$ cat src/rtl/fss_pkg.sv
`default_nettype none

package fss_pkg;

    localparam int QUERY_CHARS_DEF = 16;
    localparam int MAX_PHRASE_DEF  = 255;

    // Configuration register indexes.
    localparam int CFG_IDX_W  = 2;
    localparam int CFG_DATA_W = 64;
    localparam logic [CFG_IDX_W-1:0] REG_QUERY_LOW   = 2'd0;
    localparam logic [CFG_IDX_W-1:0] REG_QUERY_HIGH  = 2'd1;
    localparam logic [CFG_IDX_W-1:0] REG_QUERY_COUNT = 2'd2;

    localparam int CHAR_W   = 8;
    localparam int COUNT_W  = 5;
    localparam int TOTAL_W  = 9;
    localparam int BONUS_W  = 5;
    localparam int SCORE_W  = 10;
    localparam int MOD6_W   = 3;

    localparam logic [CHAR_W-1:0] CHAR_SPACE = 8'h20;
    localparam logic [CHAR_W-1:0] CHAR_SLASH = 8'h2F;
    localparam logic [CHAR_W-1:0] CHAR_UP_A  = 8'h41;
    localparam logic [CHAR_W-1:0] CHAR_UP_Z  = 8'h5A;
    localparam logic [CHAR_W-1:0] CASE_STEP  = 8'h20;

    localparam logic [TOTAL_W-1:0] WORD_START_PTS = 9'd12;
    localparam logic [TOTAL_W-1:0] INNER_PTS      = 9'd3;
    localparam logic [BONUS_W-1:0] BONUS_STEP     = 5'd2;
    localparam logic [BONUS_W-1:0] BONUS_MAX      = 5'd30;
    localparam logic [MOD6_W-1:0]  LEN_DIV_LAST   = 3'd5;
    localparam int                 CATEGORY_PEN   = 6;
    localparam int                 SCORE_MIN      = -512;

    typedef struct packed {
        logic [CHAR_W-1:0] phrase_char;
        logic              phrase_first;
        logic              phrase_last;
        logic              is_category;
    } t_item;

    typedef struct packed {
        logic                      matched;
        logic signed [SCORE_W-1:0] score;
    } t_result;

    // ASCII case fold: only 'A'..'Z' move down to 'a'..'z'.
    function automatic logic [CHAR_W-1:0] fold(input logic [CHAR_W-1:0] c);
        logic [CHAR_W-1:0] r;
        r = c;
        if (c >= CHAR_UP_A && c <= CHAR_UP_Z) begin
            r = c + CASE_STEP;
        end
        return r;
    endfunction

endpackage

`default_nettype wire

$ cat src/rtl/fuzzy_subsequence_scorer_core.sv
`default_nettype none

// Channel   Direction  Signals                         Payload
// s         in         i_s_tvalid/o_s_tready           tdata: phrase_char; tuser: first, category;
//                                                      tlast: last character
// m         out        o_m_tvalid/i_m_tready           tdata: score; tuser: matched
// cfg       in         i_cfg_we/i_cfg_idx/i_cfg_data   query registers, no read-back
//
// One character beat is taken every cycle unless a last beat is held. Each beat sits in the input
// register, where the match logic scores it against the running state.
// A result is registered when its last beat leaves the input register, and is then valid on m.
// Only a last beat waits on a full result register; other beats never stall.
// Reset is synchronous; s is not ready while reset is asserted.
module fuzzy_subsequence_scorer_core #(
    parameter int QUERY_CHARS = fss_pkg::QUERY_CHARS_DEF,
    parameter int MAX_PHRASE  = fss_pkg::MAX_PHRASE_DEF
) (
    input  wire logic                           i_clk,
    input  wire logic                           i_rst_n,
    input  wire logic                           i_s_tvalid,
    output logic                                o_s_tready,
    input  wire logic [7:0]                     i_s_tdata,  // [7:0] phrase_char
    input  wire logic [1:0]                     i_s_tuser,  // [0] phrase_first, [1] is_category
    input  wire logic                           i_s_tlast,
    output logic                                o_m_tvalid,
    input  wire logic                           i_m_tready,
    output logic [15:0]                         o_m_tdata,  // [9:0] score, [15:10] zero
    output logic                                o_m_tuser,  // [0] matched
    input  wire logic                           i_cfg_we,
    input  wire logic [fss_pkg::CFG_IDX_W-1:0]  i_cfg_idx,
    input  wire logic [fss_pkg::CFG_DATA_W-1:0] i_cfg_data
);

    localparam int POS_W = $clog2(QUERY_CHARS + 1);

    logic [QUERY_CHARS-1:0][fss_pkg::CHAR_W-1:0] qchar;
    logic [QUERY_CHARS-1:0]                      nonspace;
    logic [POS_W-1:0]                            qcount;

    logic             r_in_valid;
    fss_pkg::t_item   r_in;
    logic             r_out_valid;
    fss_pkg::t_result r_out;
    fss_pkg::t_result res;
    logic             adv;

    fss_query #(
        .QUERY_CHARS (QUERY_CHARS),
        .POS_W       (POS_W)
    ) u_query (
        .i_clk      (i_clk),
        .i_rst_n    (i_rst_n),
        .i_cfg_we   (i_cfg_we),
        .i_cfg_idx  (i_cfg_idx),
        .i_cfg_data (i_cfg_data),
        .o_qchar    (qchar),
        .o_nonspace (nonspace),
        .o_count    (qcount)
    );

    fss_engine #(
        .QUERY_CHARS (QUERY_CHARS),
        .MAX_PHRASE  (MAX_PHRASE),
        .POS_W       (POS_W)
    ) u_engine (
        .i_clk      (i_clk),
        .i_rst_n    (i_rst_n),
        .i_adv      (adv),
        .i_item     (r_in),
        .i_qchar    (qchar),
        .i_nonspace (nonspace),
        .i_count    (qcount),
        .o_res      (res)
    );

    // A held beat moves on unless it carries a result and the result register is stuck.
    assign adv        = r_in_valid && (!r_in.phrase_last || !r_out_valid || i_m_tready);
    assign o_s_tready = i_rst_n && (!r_in_valid || adv);

    always_ff @(posedge i_clk) begin
        if (!i_rst_n) begin
            r_in_valid <= 1'b0;
        end else if (i_s_tvalid && o_s_tready) begin
            r_in_valid <= 1'b1;
        end else if (adv) begin
            r_in_valid <= 1'b0;
        end
    end

    always_ff @(posedge i_clk) begin
        if (i_s_tvalid && o_s_tready) begin
            r_in.phrase_char  <= i_s_tdata;
            r_in.phrase_first <= i_s_tuser[0];
            r_in.phrase_last  <= i_s_tlast;
            r_in.is_category  <= i_s_tuser[1];
        end
    end

    always_ff @(posedge i_clk) begin
        if (!i_rst_n) begin
            r_out_valid <= 1'b0;
        end else if (adv && r_in.phrase_last) begin
            r_out_valid <= 1'b1;
        end else if (i_m_tready) begin
            r_out_valid <= 1'b0;
        end
    end

    always_ff @(posedge i_clk) begin
        if (adv && r_in.phrase_last) begin
            r_out <= res;
        end
    end

    assign o_m_tvalid = r_out_valid;
    assign o_m_tuser  = r_out.matched;
    assign o_m_tdata  = {6'b0, r_out.score};

`ifndef ASSERT_OFF
    a_inner_no_stall: assert property (@(posedge i_clk) disable iff (!i_rst_n)
        r_in_valid && !r_in.phrase_last |-> adv)
        else $error("non-final beat held back");

    a_last_gives_result: assert property (@(posedge i_clk) disable iff (!i_rst_n)
        adv && r_in.phrase_last |=> o_m_tvalid)
        else $error("final beat left no result");

    a_stall_holds_input: assert property (@(posedge i_clk) disable iff (!i_rst_n)
        r_in_valid && !adv |=> r_in_valid && $stable(r_in))
        else $error("stalled beat lost from input register");
`endif

endmodule

`default_nettype wire

$ cat src/rtl/fss_query.sv
`default_nettype none

module fss_query #(
    parameter int QUERY_CHARS = fss_pkg::QUERY_CHARS_DEF,
    parameter int POS_W       = $clog2(QUERY_CHARS + 1)
) (
    input  wire logic                             i_clk,
    input  wire logic                             i_rst_n,
    input  wire logic                             i_cfg_we,
    input  wire logic [fss_pkg::CFG_IDX_W-1:0]    i_cfg_idx,
    input  wire logic [fss_pkg::CFG_DATA_W-1:0]   i_cfg_data,
    output logic [QUERY_CHARS-1:0][fss_pkg::CHAR_W-1:0] o_qchar,
    output logic [QUERY_CHARS-1:0]                o_nonspace,
    output logic [POS_W-1:0]                      o_count
);

    logic [fss_pkg::CFG_DATA_W-1:0] r_qlow;
    logic [fss_pkg::CFG_DATA_W-1:0] r_qhigh;
    logic [fss_pkg::COUNT_W-1:0]    r_count;

    always_ff @(posedge i_clk) begin
        if (!i_rst_n) begin
            r_qlow  <= '0;
            r_qhigh <= '0;
            r_count <= '0;
        end else if (i_cfg_we) begin
            case (i_cfg_idx)
                fss_pkg::REG_QUERY_LOW:   r_qlow  <= i_cfg_data;
                fss_pkg::REG_QUERY_HIGH:  r_qhigh <= i_cfg_data;
                fss_pkg::REG_QUERY_COUNT: r_count <= i_cfg_data[fss_pkg::COUNT_W-1:0];
                default: ;
            endcase
        end
    end

    // Counts above the query capacity behave as a full query.
    assign o_count = (r_count > fss_pkg::COUNT_W'(QUERY_CHARS))
                     ? POS_W'(QUERY_CHARS) : POS_W'(r_count);

    for (genvar gi = 0; gi < QUERY_CHARS; gi++) begin : g_char
        logic [fss_pkg::CHAR_W-1:0] raw;
        if (gi < 8) begin : g_low
            assign raw = r_qlow[gi*8 +: 8];
        end else begin : g_high
            assign raw = r_qhigh[(gi-8)*8 +: 8];
        end
        assign o_qchar[gi]    = fss_pkg::fold(raw);
        assign o_nonspace[gi] = (raw != fss_pkg::CHAR_SPACE) && (POS_W'(gi) < o_count);
    end

endmodule

`default_nettype wire

$ cat src/rtl/fss_engine.sv
`default_nettype none

module fss_engine #(
    parameter int QUERY_CHARS = fss_pkg::QUERY_CHARS_DEF,
    parameter int MAX_PHRASE  = fss_pkg::MAX_PHRASE_DEF,
    parameter int POS_W       = $clog2(QUERY_CHARS + 1)
) (
    input  wire logic                                   i_clk,
    input  wire logic                                   i_rst_n,
    input  wire logic                                   i_adv,
    input  wire fss_pkg::t_item                         i_item,
    input  wire logic [QUERY_CHARS-1:0][fss_pkg::CHAR_W-1:0] i_qchar,
    input  wire logic [QUERY_CHARS-1:0]                 i_nonspace,
    input  wire logic [POS_W-1:0]                       i_count,
    output fss_pkg::t_result                            o_res
);

    localparam int LEN_W = $clog2(MAX_PHRASE + 1);
    localparam int IDX_W = (QUERY_CHARS > 1) ? $clog2(QUERY_CHARS) : 1;
    localparam int SW    = ((LEN_W > fss_pkg::TOTAL_W) ? LEN_W : fss_pkg::TOTAL_W) + 2;
    localparam logic signed [SW-1:0] SMIN = SW'(fss_pkg::SCORE_MIN);

    logic [POS_W-1:0]            r_pos, n_pos;
    logic [fss_pkg::BONUS_W-1:0] r_bonus, n_bonus;
    logic [fss_pkg::TOTAL_W-1:0] r_total, n_total;
    logic                        r_sep, n_sep;
    logic [LEN_W-1:0]            r_len, n_len;
    logic [fss_pkg::MOD6_W-1:0]  r_mod6, n_mod6;
    logic [LEN_W-1:0]            r_div6, n_div6;

    logic [POS_W-1:0]            cur_pos, pos_c, idx;
    logic [fss_pkg::BONUS_W-1:0] cur_bonus;
    logic [fss_pkg::TOTAL_W-1:0] cur_total;
    logic                        cur_sep;
    logic [LEN_W-1:0]            cur_len, cur_div6;
    logic [fss_pkg::MOD6_W-1:0]  cur_mod6;
    logic                        found, hit, remain;
    logic signed [SW-1:0]        s_raw;

    always_comb begin
        // A first mark starts from the cleared state.
        cur_pos   = i_item.phrase_first ? '0 : r_pos;
        cur_bonus = i_item.phrase_first ? '0 : r_bonus;
        cur_total = i_item.phrase_first ? '0 : r_total;
        cur_sep   = i_item.phrase_first ? 1'b1 : r_sep;
        cur_len   = i_item.phrase_first ? '0 : r_len;
        cur_mod6  = i_item.phrase_first ? '0 : r_mod6;
        cur_div6  = i_item.phrase_first ? '0 : r_div6;

        pos_c = (cur_pos > i_count) ? i_count : cur_pos;

        // Next non-space query character at or after the position.
        idx   = i_count;
        found = 1'b0;
        for (int i = QUERY_CHARS - 1; i >= 0; i--) begin
            if (POS_W'(i) >= pos_c && i_nonspace[i]) begin
                idx   = POS_W'(i);
                found = 1'b1;
            end
        end

        hit = found && (fss_pkg::fold(i_item.phrase_char) == i_qchar[idx[IDX_W-1:0]]);

        n_total = cur_total;
        n_bonus = cur_bonus;
        n_pos   = i_count;
        if (found) begin
            if (hit) begin
                n_total = cur_total + (cur_sep ? fss_pkg::WORD_START_PTS : fss_pkg::INNER_PTS)
                          + fss_pkg::TOTAL_W'(cur_bonus);
                n_bonus = (cur_bonus >= fss_pkg::BONUS_MAX) ? fss_pkg::BONUS_MAX
                          : cur_bonus + fss_pkg::BONUS_STEP;
                n_pos   = idx + POS_W'(1);
            end else begin
                n_bonus = '0;
                n_pos   = idx;
            end
        end

        n_sep = (i_item.phrase_char == fss_pkg::CHAR_SPACE) ||
                (i_item.phrase_char == fss_pkg::CHAR_SLASH);

        // The length divided by six is kept as a running quotient and remainder.
        n_len  = cur_len;
        n_mod6 = cur_mod6;
        n_div6 = cur_div6;
        if (cur_len < LEN_W'(MAX_PHRASE)) begin
            n_len = cur_len + LEN_W'(1);
            if (cur_mod6 == fss_pkg::LEN_DIV_LAST) begin
                n_mod6 = '0;
                n_div6 = cur_div6 + LEN_W'(1);
            end else begin
                n_mod6 = cur_mod6 + fss_pkg::MOD6_W'(1);
            end
        end

        remain = 1'b0;
        for (int i = 0; i < QUERY_CHARS; i++) begin
            if (POS_W'(i) >= n_pos && i_nonspace[i]) begin
                remain = 1'b1;
            end
        end

        if (i_count == '0) begin
            s_raw = '0;
        end else begin
            s_raw = signed'(SW'(n_total) - SW'(n_div6));
        end
        if (i_item.is_category) begin
            s_raw = s_raw - SW'(fss_pkg::CATEGORY_PEN);
        end
        if (s_raw < SMIN) begin
            s_raw = SMIN;
        end

        o_res.matched = !remain;
        o_res.score   = s_raw[fss_pkg::SCORE_W-1:0];
    end

    always_ff @(posedge i_clk) begin
        if (!i_rst_n || (i_adv && i_item.phrase_last)) begin
            r_pos   <= '0;
            r_bonus <= '0;
            r_total <= '0;
            r_sep   <= 1'b1;
            r_len   <= '0;
            r_mod6  <= '0;
            r_div6  <= '0;
        end else if (i_adv) begin
            r_pos   <= n_pos;
            r_bonus <= n_bonus;
            r_total <= n_total;
            r_sep   <= n_sep;
            r_len   <= n_len;
            r_mod6  <= n_mod6;
            r_div6  <= n_div6;
        end
    end

`ifndef ASSERT_OFF
    a_mod6_range: assert property (@(posedge i_clk) disable iff (!i_rst_n)
        r_mod6 <= fss_pkg::LEN_DIV_LAST)
        else $error("length remainder out of range");

    a_bonus_even: assert property (@(posedge i_clk) disable iff (!i_rst_n)
        (r_bonus <= fss_pkg::BONUS_MAX) && (r_bonus[0] == 1'b0))
        else $error("run bonus not even or above its cap");

    a_clear_after_last: assert property (@(posedge i_clk) disable iff (!i_rst_n)
        i_adv && i_item.phrase_last |=> (r_pos == '0) && (r_total == '0) && (r_len == '0))
        else $error("running state not cleared after last beat");

    a_pos_bound: assert property (@(posedge i_clk) disable iff (!i_rst_n)
        r_pos <= POS_W'(QUERY_CHARS))
        else $error("query position beyond capacity");
`endif

endmodule

`default_nettype wire
$ cat config.mk
export PLATFORM = sky130hd
export DESIGN_NAME = fuzzy_subsequence_scorer_core
export DESIGN_NICKNAME = d
export VERILOG_FILES = /design/src/rtl/fss_pkg.sv /design/src/rtl/fuzzy_subsequence_scorer_core.sv /design/src/rtl/fss_query.sv /design/src/rtl/fss_engine.sv
export SDC_FILE = /design/constraint.sdc
export NUM_CORES = 1
export LEC_CHECK = 0
export BUFFER_PORTS_ARGS = -buffer_cell sky130_fd_sc_hd__buf_2
export CORE_ASPECT_RATIO = 0.7
export CORE_MARGIN = 2
export CORE_UTILIZATION = 50
export CTS_CLUSTER_SIZE = 16
export DETAILED_ROUTE_END_ITERATION = 6
export PLACE_DENSITY_LB_ADDON = 0.08
export SYNTH_ARGS = -nofsm -noshare
export SYNTH_HDL_FRONTEND = slang
export SYNTH_SLANG_ARGS = --single-unit
$ cat constraint.sdc
create_clock -name i_clk -period 16.5 [get_ports i_clk]
set_input_delay 0 -clock i_clk [delete_from_list [all_inputs] [get_ports i_clk]]
set_output_delay 0 -clock i_clk [all_outputs]
set_load 0.02 [all_outputs]
# Word level (Yosys, flattened, before mapping)
# Cells that the tools add are included.
[totals]
ff_bits = 196
in_bits = 82
word_cells = 336
output_inout_bits = 19
[op_classes]
n_addsub = 26
reduce_logical = 87
muxes = 95
eq_ne = 22
order_cmp = 88
[ops]
columns = ["op", "count"]
rows = [
  ["$mux 8", 23],
  ["$add 8x6->8 const B", 17],
  ["$ge 8x7->1 const B", 17],
  ["$le 8x7->1 const B", 17],
  ["$ne 8x6->1 const B", 16],
  ["$mux 5", 25],
  ["$ge 4x5->1 const A", 16],
  ["$logic_and 1x1->1", 70],
  ["$ge 3x5->1 const A", 8],
  ["$lt 4x5->1 const A", 8],
  ["$mux 1", 37],
  ["$bmux 8 s4", 1],
  ["$mux 9", 3],
  ["$mux 11", 2],
  ["$ge 1x5->1 const A", 4],
  ["$ge 2x5->1 const A", 4],
  ["$lt 3x5->1 const A", 4],
  ["$add 8x1->8 const B", 2],
  ["$eq 8x6->1 const B", 2],
  ["$lt 11x10->1 const B", 1],
  ["$sub 11x4->11 const B", 1],
  ["$lt 1x5->1 const A", 2],
  ["$lt 2x5->1 const A", 2],
  ["$sub 9x8->10", 1],
  ["22 further kinds", 35],
]

# Longest topological paths before layout
# Gate-level depths: netlist of the first run.
[depth]
ltp_word = 47
depth_mapped = 43
mapped_depth_nobuf = 36

# By module
# Synthesis of the first run repeated with hierarchy kept, for this count alone.
[hier_totals]
cells_unflattened = 1663
hier_area_um2 = 13773.2
[modules_own_cells]
columns = ["mod", "instances", "area_per_inst_um2", "seq_area_each_um2", "cells_per_inst"]
rows = [
  ["fss_query", 1, 7308.3, 2662.6, 916],
  ["fss_engine", 1, 5647.9, 780.7, 706],
  ["fuzzy_subsequence_scorer_core", 1, 817.0, 700.7, 41],
]

# Least setup slack after synthesis of the first run
# OpenSTA, ideal clock, no wires.
[synth_timing]
path_kind = "flip-flop to flip-flop"
startpoint = "register r_in[2] in the netlist's numbering"
endpoint = "register r_out (netlist bit o_m_tdata[0]), data pin"
synth_period_minus_slack_ns = 8.109
t_arrival_ns = 7.821
path_stages_with_launch = 41
required_time_ns = 16.212
path_buffers = 6
setup_slack_ns = 8.391
setup_time_ns = 0.288
cell_sequence = "edfxtp_1 buf_2 clkbuf_1 clkbuf_1 buf_1 nor2b_1 ha_1 nor2b_1 o31a_2 o21ai_2 buf_4 nor3_1 or3_1 a211o_1 and2_4 a21oi_4 inv_2 buf_2 [... 5 more ...] nand3_4 mux2i_1 inv_1 ha_1 nor2b_1 o21ai_0 nand2b_1 a21o_1 a21o_1 a21o_1 a21o_1 xor2_1 nand2_1 nand2_1 a211oi_1 inv_1 nor3b_4 nor3_1"
[synth_via]
elab_chain_cells = 32
elab_cells_between_ends = 92
cone_classes = "add/sub (5); order compare (19); eq/ne (2); mux (49); reduce/logical (17)"
[synth_lines]
columns = ["element", "line_no", "source"]
rows = [
  ["start, declared", "fuzzy_subsequence_scorer_core.sv:41", "fss_pkg::t_item r_in;"],
  ["$mux 5", "fss_engine.sv:42", "cur_pos = i_item.phrase_first ? '0 : r_pos;"],
  ["$gt 5x5->1", "fss_engine.sv:50", "pos_c = (cur_pos > i_count) ? i_count : cur_pos;"],
  ["$mux 5", "fss_engine.sv:50", ""],
  ["$ge 4x5->1", "fss_engine.sv:56", "if (POS_W'(i) >= pos_c && i_nonspace[i]) begin"],
  ["$logic_and 1x1->1", "fss_engine.sv:56", ""],
  ["$mux 5 (16 in a row)", "fss_engine.sv:56", ""],
  ["$bmux 8 s4", "fss_engine.sv:62", "hit = found && (fss_pkg::fold(i_item.phrase_char) == i_qchar[idx[IDX_W-1:0]]);"],
  ["$mux 8 (implied by the code)", "fss_engine.sv:62", ""],
  ["[... 2 more ...]", "-", ""],
  ["$mux 9", "fss_engine.sv:68", "if (hit) begin"],
  ["$mux 9 (*)", "fss_engine.sv:67", "if (found) begin"],
  ["named net u_engine.n_total, one bit", "fss_engine.sv:25", "logic [fss_pkg::TOTAL_W-1:0] r_total, n_total;"],
  ["$sub 9x8->10 (*)", "fss_engine.sv:107", "s_raw = signed'(SW'(n_total) - SW'(n_div6));"],
  ["$mux 11 (*)", "fss_engine.sv:104", "if (i_count == '0) begin"],
  ["$sub 11x4->11", "fss_engine.sv:110", "s_raw = s_raw - SW'(fss_pkg::CATEGORY_PEN);"],
  ["$mux 11 (*)", "fss_engine.sv:109", "if (i_item.is_category) begin"],
  ["$lt 11x10->1 (*)", "fss_engine.sv:112", "if (s_raw < SMIN) begin"],
  ["end signal, assigned", "fuzzy_subsequence_scorer_core.sv:111", "r_out <= res;"],
  ["end, declared", "fuzzy_subsequence_scorer_core.sv:43", "fss_pkg::t_result r_out;"],
]
# The timed path passes the listed nets; every way through them passes the cells marked *. The select of a mux whose other input is x is not followed.
# A chain may end at the register's enable or synchronous reset.

# Final worst setup path of the first run
[layout_timing]
startpoint = "register u_query.r_count[4] in the netlist's numbering"
endpoint = "register r_out (netlist bit o_m_tdata[1]), data pin"
[layout_via]
elab_chain_cells = 33
elab_cells_between_ends = 112
cone_classes = "add/sub (2); order compare (35); eq/ne (1); mux (40); reduce/logical (34)"
[layout_lines]
columns = ["element", "line_no", "source"]
rows = [
  ["start, declared", "fss_query.sv:19", "logic [fss_pkg::COUNT_W-1:0] r_count;"],
  ["start signal, assigned", "fss_query.sv:30", "fss_pkg::REG_QUERY_COUNT: r_count <= i_cfg_data[fss_pkg::COUNT_W-1:0];"],
  ["$gt 5x5->1", "fss_query.sv:37", "assign o_count = (r_count > fss_pkg::COUNT_W'(QUERY_CHARS))"],
  ["$mux 5 (*)", "fss_query.sv:38", "? POS_W'(QUERY_CHARS) : POS_W'(r_count);"],
  ["$gt 5x5->1", "fss_engine.sv:50", ""],
  ["$mux 5", "fss_engine.sv:50", ""],
  ["$ge 4x5->1", "fss_engine.sv:56", ""],
  ["$logic_and 1x1->1", "fss_engine.sv:56", ""],
  ["$mux 5 (16 in a row)", "fss_engine.sv:56", ""],
  ["$bmux 8 s4", "fss_engine.sv:62", ""],
  ["[... 3 more ...]", "-", ""],
  ["$mux 9", "fss_engine.sv:68", ""],
  ["$mux 9 (*)", "fss_engine.sv:67", ""],
  ["named net u_engine.n_total, one bit", "fss_engine.sv:25", ""],
  ["$sub 9x8->10 (*)", "fss_engine.sv:107", ""],
  ["$mux 11 (*)", "fss_engine.sv:104", ""],
  ["$sub 11x4->11", "fss_engine.sv:110", ""],
  ["$mux 11 (*)", "fss_engine.sv:109", ""],
  ["$lt 11x10->1", "fss_engine.sv:112", ""],
]
# Marked as above.

==> results of run 1 <==
## synthesized netlist by cell type (all sizes together) (9+ instances only)
cell    count
a32oi      11
clkbuf     68
nor2      138
nor3       37
edfxtp     22
o21ai      54
a31oi      15
a211oi     30
a21oi     101
a21o       16
dfxtp     174
buf        29
xnor2      13
nand2     379
mux2i      54
o211ai     18
nand4      17
inv        42
a21boi    130
ha         41
nand3      34
o21a        9
or2        12
and3       10
xor2       20
a22oi       9
nand2b     18
nor4       18
nor3b      11
nor2b      35
or4        14
## through the flow
step                      std cells  instance area (um^2)  worst slack, ns  power (mW)  hold slack (ns)
after floorplan                1709                 13100             8.39       0.894           0.0989
after global placement         2050                 13700             6.47        1.02            0.178
after detailed placement       2050                 13700             6.10        1.02            0.179
after CTS                      2160                 15000             6.06        1.45           0.0257
after global routing           2160                 15000             5.19        1.53           0.0435
final                          2162                 15000             5.87        1.46           0.0421
## routing by layer
layer	global-route usage, %	vias to the layer above	wire (um)
li1	-	6308	-
met1	52.4	6254	22300
met2	44.4	675	18000
met3	11.6	76	6090
met4	8.03	0	724
met5	0.176	-	0
## timing repair
item                                   4_1_cts  5_1_grt
gates resized for setup                      0        0
hold buffers                                78        0
endpoints found under the hold margin      146        0
## placed cells by master, fill, tap and decap left out, drive strengths merged, types with 10 or more instances in the layout
cell           n
nand3         34
nand2        379
a211oi        30
a21o          16
clkbuf        20
a31oi         15
and3          10
dlygate4sd3   78
nor2         138
nor3b         11
or2           12
ha            41
buf          107
dfxtp        174
nand2b        18
xor2          20
a21boi       130
inv           46
o211ai        18
nor4          18
or4           14
mux2i         54
nand4         17
a21oi        101
nor2b         35
xnor2         13
nor3          37
o21ai         54
a32oi         11
edfxtp        22
## power by group
group	switching, mW	internal (mW)
registers	0.0236	0.500
clock network	0.200	0.220
logic	0.338	0.180
total	0.561	0.900
## registers in the layout, indices dropped and copies added (netlist names)
register / cells
u_query.r_count: 5
u_engine.r_div6: 8
o_m_tdata: 10
u_engine.r_mod6: 3
u_engine.r_bonus: 5
u_engine.r_pos: 5
o_m_tvalid: 1
u_engine.r_total: 9
u_query.r_qhigh: 64
o_m_tuser: 1
r_in: 11
r_in_valid: 1
u_query.r_qlow: 64
u_engine.r_sep: 1
u_engine.r_len: 8
## logic make-up after synthesis
kind of cell / share of synthesized area, %
xor+xnor: 2.21
simple gates: 26.2
flops: 31.6
other cells: 0.0286
fa+ha+maj: 4.83
buf+inv: 4.52
mux: 4.81
compound gates: 25.8
## final cells by class
type                       count  share of cell area, %
clock inverter                12                  0.832
clock buffer                  20                   3.04
tap                          331                   2.75
antenna                        2                 0.0333
timing repair buffer         185                   8.98
multi-input combinational   1374                   55.8
sequential                   196                   27.5
inverter                      42                   1.05
## path summary, 6_finish.rpt
check / startpoint / cells after the start / slack [ns] / to
worst max-delay path: u_query.r_count[4] / 36 / 5.87 / o_m_tdata[1]
worst min-delay path: i_rst_n / 2 / 0.04 / u_query.r_qlow[54]
worst max register to register: u_query.r_count[4] / 36 / 5.87 / o_m_tdata[1]
worst min register to register: u_engine.r_sep / 2 / 0.44 / u_engine.r_sep
## worst max-delay path, delay by kind of cell, from the launching register on
family	cells	cell delay, ns
AOI/OAI and AO/OA	13	3.46
and+or+nand+nor	11	2.69
buffers and inverters	5	1.36
muxes	3	1.21
DFF	1	0.80
adders and majority gates	2	0.47
xor gates and xnor gates	2	0.31
==> impl_metrics.json, run 1 <==
{
  "setup_violations": 0,
  "final_core_util_pct": 58.6,
  "status": "completed",
  "grt_pass1_wl_um": 70800,
  "tns_ns": 0,
  "ios": 101,
  "arrival_ns": 10.85,
  "dieArea_um2": 27500,
  "p_per_area_nw_per_um2": 97.1,
  "clk_pin_slew_ns": 0.07,
  "drc_errors": 0,
  "antenna_found_initial": 3,
  "yosys.area.top_type": "dfxtp_1",
  "gp_congestion": 1.03,
  "regArea_um2": 4140,
  "max_freq_ghz": 0.0940,
  "worst_pin_slew_ns": 1.14,
  "startpoint_type": "flop",
  "gr-total-overflow": 0,
  "start_util_pct": 51.0,
  "cpPeakStageDelay_ns": 0.80,
  "period_share_pct": 64.5,
  "grt_setup_unrepaired": "false",
  "maxCapViolCount": 0,
  "ys_top_cells_by_area": "dfxtp_1, nand2_1, a21boi_0, edfxtp_1, mux2i_1",
  "drv_slew": 0,
  "nets": 1945,
  "wirelength_um": 47100,
  "yosysTopAreaCellShare_pct": 26.6,
  "htree_levels": 4,
  "port_buffers": 94,
  "die_h_um": 139,
  "syn_to_final_growth_pct": 14.8,
  "p_leak_nw": 5.60,
  "grt_max_degree": 96,
  "hold_viol": 0,
  "grt_usage_pct": 34.0,
  "min_period_ns": 10.63,
  "synth-seq-cells": 196,
  "vdd_drop_max_uv": 92.4,
  "initialDrtViolationCount": 1679,
  "routed_via_density": 6.16,
  "ys_types": 93,
  "cp-end-kind": "flop",
  "avgSynthCellArea_um2": 7.69,
  "syn-cell-area_um2": 13100,
  "yosysWarnings": 0,
  "syn_inst": 1704,
  "critPathKind": "flop to flop",
  "dp_hpwl_um": 35800,
  "postCtsSetupBuffers": 0,
  "slew_headroom_pct": 23.3,
  "crit_slowest_cell": "dfxtp_1",
  "vias": 13313,
  "hold_path.class": "primary input to flop",
  "clock_latency_ns": 0.48,
  "multi_input_area_um2": 8390,
  "cts.sinks": 196,
  "tritoncts": "done",
  "core-area_um2": 25700,
  "num_rows": 49,
  "fill_cells": 2350,
  "cp_max_fo": 30,
  "synth_edf_count": 22,
  "numCtsBuffers": 17,
  "finClkSkew_ns": 0.0205,
  "grt_pass1_vias": 11947,
  "clock_path_buffers": 2,
  "yosysSeqAreaShare_pct": 31.6,
  "crit_required_ns": 16.71,
  "cts-root-buf": "clkbuf_16",
  "die_w_um": 197,
  "synth_ff_type": "dfxtp_1",
  "first_pass_iters": 6,
  "post_drt_wl_per_cell_um": 21.8,
  "postRouteAntennaNets": 0,
  "async_flop_share_pct": 0,
  "drive_gt1_share_pct": 9.90
}
Note: power is estimated with default switching activity, not from simulation.
==> run 2, diff against run 1 <==
Settings changed: ABC_AREA from default to 1.
Clock period 16.5 ns to 10.7 ns, I/O delays scaled along.
==> run 2 against run 1 <==
Compared with the run above: sequential share of layout area is 1.1 points higher; non-clock buffer count is 1 higher; synthesized cell count is 14% higher; combinational power up 120%; largest power group is now combinational cells.
==> impl_metrics.json, run 2 <==
{
  "status": "completed",
  "clk_pin_slew_ns": 0.08,
  "crit_path_frequent_cell": "nand2_1",
  "cp_max_fo": 32,
  "first_pass_iters": 7,
  "synth_ff_type": "dfxtp_1",
  "finClkSkew_ns": 0.0152,
  "fin_ws_ns": 2.49,
  "nets": 2195,
  "r2r_start": "r_in[2]",
  "placed_area_um2": 13100,
  "synth_most_common_cell": "nand2_1",
  "grt_pass1_vias": 11818,
  "min_period_ns": 8.21,
  "grt_usage_pct": 31.1,
  "tns_ns": 0,
  "grt_setup_unrepaired": "false",
  "p_comb_share_pct": 43.7,
  "vdd_drop_max_uv": 138,
  "synth_edf_count": 22,
  "cpPeakStageDelay_ns": 0.41,
  "yosysSeqAreaShare_pct": 33.1,
  "ys_top_cells_by_area": "dfxtp_1, nand2_1, nand3_1, inv_1, o21ai_0",
  "cts.sinks": 196,
  "vias": 13145,
  "drc_errors": 0,
  "final_core_util_pct": 58.8,
  "ys_types": 49,
  "clock_latency_ns": 0.46,
  "period_share_pct": 76.7,
  "p_leak_nw": 6.58,
  "largest_registers": "u_query.r_qhigh: 64 flops, u_query.r_qlow: 64 flops, r_in: 11 flops",
  "cts-root-buf": "clkbuf_16",
  "ff2ff_path_depth": 58,
  "tritoncts": "done",
  "hold_start": "i_cfg_idx[0]",
  "numCtsBuffers": 17,
  "yosys.area.top_type": "dfxtp_1",
  "gp_congestion": 0.976,
  "drv_slew": 0,
  "clock_power_share_pct": 25.2,
  "p_seq_share_pct": 31.2,
  "core-area_um2": 24600,
  "crit_slowest_cell": "fa_1",
  "port_buffers": 94,
  "rrSetupSlack_ns": 2.49,
  "syn-cell-area_um2": 12500,
  "intPower_mw": 1.45,
  "final_common_cell": "nand2_1",
  "synth-seq-cells": 196,
  "initialDrtViolationCount": 1160,
  "drive_gt1_share_pct": 9.04,
  "htree_levels": 4,
  "hold_viol": 0,
  "postCtsSetupBuffers": 0,
  "postRouteAntennaNets": 0,
  "grt_pass1_wl_um": 63100,
  "syn_inst": 1946,
  "finalPower_mw": 2.62,
  "worst_pin_slew_ns": 1.16,
  "syn_to_final_growth_pct": 15.6,
  "clock_path_buffers": 2,
  "yosysTopAreaCellShare_pct": 27.8,
  "post_drt_wl_per_cell_um": 16.7,
  "async_flop_share_pct": 0,
  "setup_violations": 0,
  "yosysWarnings": 0,
  "p_per_area_nw_per_um2": 181,
  "synth_common_cells": "nand2_1, inv_1, nor2_1",
  "postLayoutCellArea_um2": 14500,
  "avgSynthCellArea_um2": 6.44,
  "maxCapViolCount": 0,
  "num_rows": 48,
  "slew_headroom_pct": 22.7,
  "dp_hpwl_um": 29900,
  "startpoint_type": "flop",
  "crit_required_ns": 10.91,
  "die_w_um": 193,
  "grt_max_degree": 136,
  "dieArea_um2": 26400,
  "arrival_ns": 8.41,
  "cp-end-kind": "flop",
  "p_sw_share_pct": 44.5,
  "switchingPower_mw": 1.17,
  "wirelength_um": 40100,
  "mostFrequentLayoutCells": "nand2_1, inv_1, nor2_1, nand3_1, o21ai_0",
  "gr-total-overflow": 0,
  "routed_via_density": 5.47,
  "max_freq_ghz": 0.122,
  "critPathKind": "flop to flop",
  "start_util_pct": 50.9,
  "min_path_cells": 5,
  "startpoint": "r_in[2]",
  "hold_path.class": "primary input to flop",
  "place_ws_ns": 2.64,
  "die_h_um": 136,
  "ios": 101,
  "antenna_found_initial": 1
}
run 2: cell types whose count changed after synthesis, sizes merged, moves of 18 or more:
cell / change
nor2b: -35
inv: +231
nand3: +175
a21oi: +58
o21ai: +143
a21boi: -128
nand2b: -18
nor2: +96
mux2i: -54
nand2: +25
run 2: logic make-up (layout without fill, tap and decap cells):
family / Yosys count / in the layout / share of synthesized area, %
adder cells (fa/ha/maj): 47 / 47 / 5.05
buffers and inverters: 366 / 494 / 11.8
XOR/XNOR: 23 / 23 / 1.61
AND/OR/NAND/NOR: 907 / 907 / 31.1
other: 1 / 7 / 0.0299
AO/OA/AOI/OAI: 406 / 406 / 17.3
flip-flops: 196 / 196 / 33.1
run 2: repair_timing:
item / in CTS / in global routing
hold buffers: 79 / 0
endpoints found under the setup margin: 0 / 0
gates resized for setup: 0 / 0
endpoints found under the hold margin: 146 / 0
run 2: worst max-delay path: cells and delay by family (launching register included):
kind	cells	cell delay (ns)
AOI/OAI and AO/OA	3	0.62
adders and majority gates	3	0.95
buffers and inverters	9	1.53
DFF	1	0.33
and+or+nand+nor	43	4.50
run 2: metal layers:
metal	vias to the layer above	global-route usage, %	share of wire, %
li1	6575	-	-
met1	5961	47.7	50
met5	-	0	0.032
met2	557	42.2	38
met3	50	8.96	10
met4	2	6.69	1.4
run 2: power by group through the flow:
stage | clock network [mW] | logic (mW) | registers [mW]
after global placement | 0 | 1.08 | 0.832
after floorplan | 0 | 0.839 | 0.825
after detailed placement | 0 | 1.09 | 0.832
after global routing | 0.695 | 1.27 | 0.821
after CTS | 0.666 | 1.11 | 0.815
final | 0.659 | 1.14 | 0.817
run 2: layout make-up:
| cell class | count | area, um^2 |
|---|---|---|
| Antenna cell | 1 | 2.50 |
| Clock buffer | 19 | 464 |
| Clock inverter | 13 | 130 |
| Fill cell | 2428 | 10100 |
| Inverter | 276 | 1040 |
| Multi-Input combinational cell | 1389 | 6940 |
| Sequential cell | 196 | 4140 |
| Tap cell | 325 | 407 |
| Timing Repair Buffer | 186 | 1360 |
run 2: through the flow:
stage                     hold slack (ns)  instances
final                               0.160       2405
after global routing                0.193       2404
after CTS                           0.132       2404
after detailed placement            0.179       2293
after global placement              0.177       2293
after floorplan                    0.0989       1951
run 2: path summary, 6_finish.rpt:
path	to
setup reg to reg	o_m_tdata[0]
hold / removal	u_query.r_qlow[36]
hold reg to reg	u_engine.r_len[4]
setup / recovery	o_m_tdata[0]
==> run 3, diff against run 2 <==
Settings changed: ABC_AREA 1 to 0.
Clock period 10.7 ns to 7.51 ns, I/O delays scaled along.
==> run 3 against run 2 <==
Compared with the run above: the flow now finishes with violations (setup timing); count of clock-buffer cells in the layout increased by 1; setup slack got worse by 2.6 ns; global-route usage increased by 5.0 points; critical endpoint is now o_m_tdata[2]; largest power group unchanged.
==> impl_metrics.json, run 3 (synthesized netlist as in run 1, its figures left out) <==
{
  "startpoint_type": "flop",
  "antenna_found_initial": 0,
  "crit_required_ns": 7.72,
  "status": "finished with violations",
  "htree_levels": 4,
  "fin_ws_ns": -0.0793,
  "num_rows": 49,
  "hold_viol": 0,
  "grt_usage_pct": 36.0,
  "initialDrtViolationCount": 1425,
  "first_pass_iters": 5,
  "max_freq_ghz": 0.132,
  "final_common_cell": "nand2_1",
  "whs_ns": 0.225,
  "postRouteAntennaNets": 0,
  "rrSetupSlack_ns": -0.08,
  "finClkSkew_ns": 0.0146,
  "cp-end-kind": "flop",
  "hold_start": "i_s_tlast",
  "finalNonFillerCells": 2367,
  "final_core_util_pct": 66.6,
  "wirelength_um": 49800,
  "place_ws_ns": -0.235,
  "crit_path_frequent_cell": "buf_4",
  "tritoncts": "done",
  "min_path_cells": 2,
  "clock_latency_ns": 0.47,
  "numCtsBuffers": 17,
  "die_w_um": 197,
  "period_share_pct": 101,
  "cts.sinks": 196,
  "drc_errors": 0,
  "gr-total-overflow": 0,
  "nets": 2151,
  "setup_violations": 6,
  "placed_cells": 2235,
  "drv_slew": 0,
  "postLayoutCellArea_um2": 17100,
  "min_period_ns": 7.59,
  "p_per_area_nw_per_um2": 219,
  "failed_checks": "setup timing",
  "grt_max_degree": 110,
  "grt_setup_unrepaired": "true",
  "clock_path_buffers": 2,
  "critPathKind": "flop to flop",
  "dieArea_um2": 27500,
  "grt_pass1_wl_um": 75700,
  "maxCapViolCount": 0,
  "placed_area_um2": 15200,
  "worst_pin_slew_ns": 1.02,
  "crit_slowest_cell": "edfxtp_1",
  "largest_registers": "u_query.r_qhigh: 64 flops, u_query.r_qlow: 64 flops, r_in: 11 flops",
  "start_util_pct": 51.0,
  "crit_family": "simple AND/OR/NAND/NOR gates",
  "path_buf_inv": 9,
  "syn_to_final_growth_pct": 30.6,
  "cpPeakStageDelay_ns": 0.51,
  "vdd_drop_max_uv": 207,
  "drive_gt1_share_pct": 21.6,
  "r2r_end": "o_m_tdata[2]",
  "gp_congestion": 1.05,
  "post_drt_wl_per_cell_um": 21.0,
  "mostFrequentLayoutCells": "nand2_1, buf_4, dfxtp_1, nor2_1, a21boi_0",
  "core-area_um2": 25700,
  "p_leak_nw": 6.72,
  "r2r_start": "r_in[2]",
  "finalPower_mw": 3.75,
  "port_buffers": 94,
  "clk_pin_slew_ns": 0.08,
  "hold_path.class": "primary input to flop",
  "tns_ns": -0.415,
  "cp_max_fo": 8,
  "hold_end": "r_in[1]",
  "dp_hpwl_um": 37100,
  "vias": 14147,
  "ff2ff_path_depth": 40,
  "arrival_ns": 7.80,
  "routed_via_density": 5.98,
  "ios": 101,
  "cts-root-buf": "clkbuf_16",
  "die_h_um": 139,
  "slew_headroom_pct": 31.7,
  "grt_pass1_vias": 12990
}
run 3: worst max path at each step:
stage                    to  startpoint  cells after the start  slack (ns)
2_1_floorplan  o_m_tdata[0]     r_in[2]                     41       0.001
3_3_place_gp   o_m_tdata[8]     r_in[2]                     36       -0.27
3_5_place_dp   o_m_tdata[2]     r_in[2]                     36       -0.24
4_1_cts        o_m_tdata[2]     r_in[2]                     38       -0.02
5_1_grt        o_m_tdata[4]     r_in[2]                     36       -0.47
6_report       o_m_tdata[2]     r_in[2]                     40       -0.08
run 3: power by group:
| part | leakage (nW) | internal [mW] | switching, mW |
|---|---|---|---|
| Combinational | 4.82 | 0.759 | 0.898 |
| Sequential | 1.62 | 1.10 | 0.0435 |
| Clock | 0.284 | 0.481 | 0.466 |
run 3: area by class of cell:
| cell class | count | area (um^2) |
|---|---|---|
| Antenna cell | 1 | 2.50 |
| Clock buffer | 20 | 447 |
| Clock inverter | 12 | 145 |
| Fill cell | 2166 | 8570 |
| Inverter | 42 | 165 |
| Multi-Input combinational cell | 1374 | 8750 |
| Sequential cell | 196 | 4150 |
| Tap cell | 331 | 414 |
| Timing Repair Buffer | 391 | 3040 |
run 3: repair_timing:
| action | 4_1_cts | 5_1_grt |
|---|---|---|
| setup buffers | 11 | 6 |
| hold buffers | 82 | 0 |
| endpoints found under the hold margin | 146 | 0 |
| pin swaps | 26 | 19 |
| cloned | 2 | 0 |
| setup endpoints to repair | 7 | 8 |
| resized for setup | 32 | 43 |
run 3: worst register-to-register path: cells and delay by family, from the launching register on:
family,cells,cell delay (ns)
simple gates,15,2.27
mux,2,0.47
xor+xnor,2,0.35
buf+inv,9,1.04
fa+ha+maj,2,0.48
compound gates,10,2.21
flops,1,0.51
run 3: metal layers:
metal	up-vias	global-route usage [%]	part of all wire (%)
li1	6714	-	-
met1	6671	53.3	47
met5	-	3.00	0.22
met4	2	8.43	1.6
met2	690	48.6	40
met3	70	13.4	12
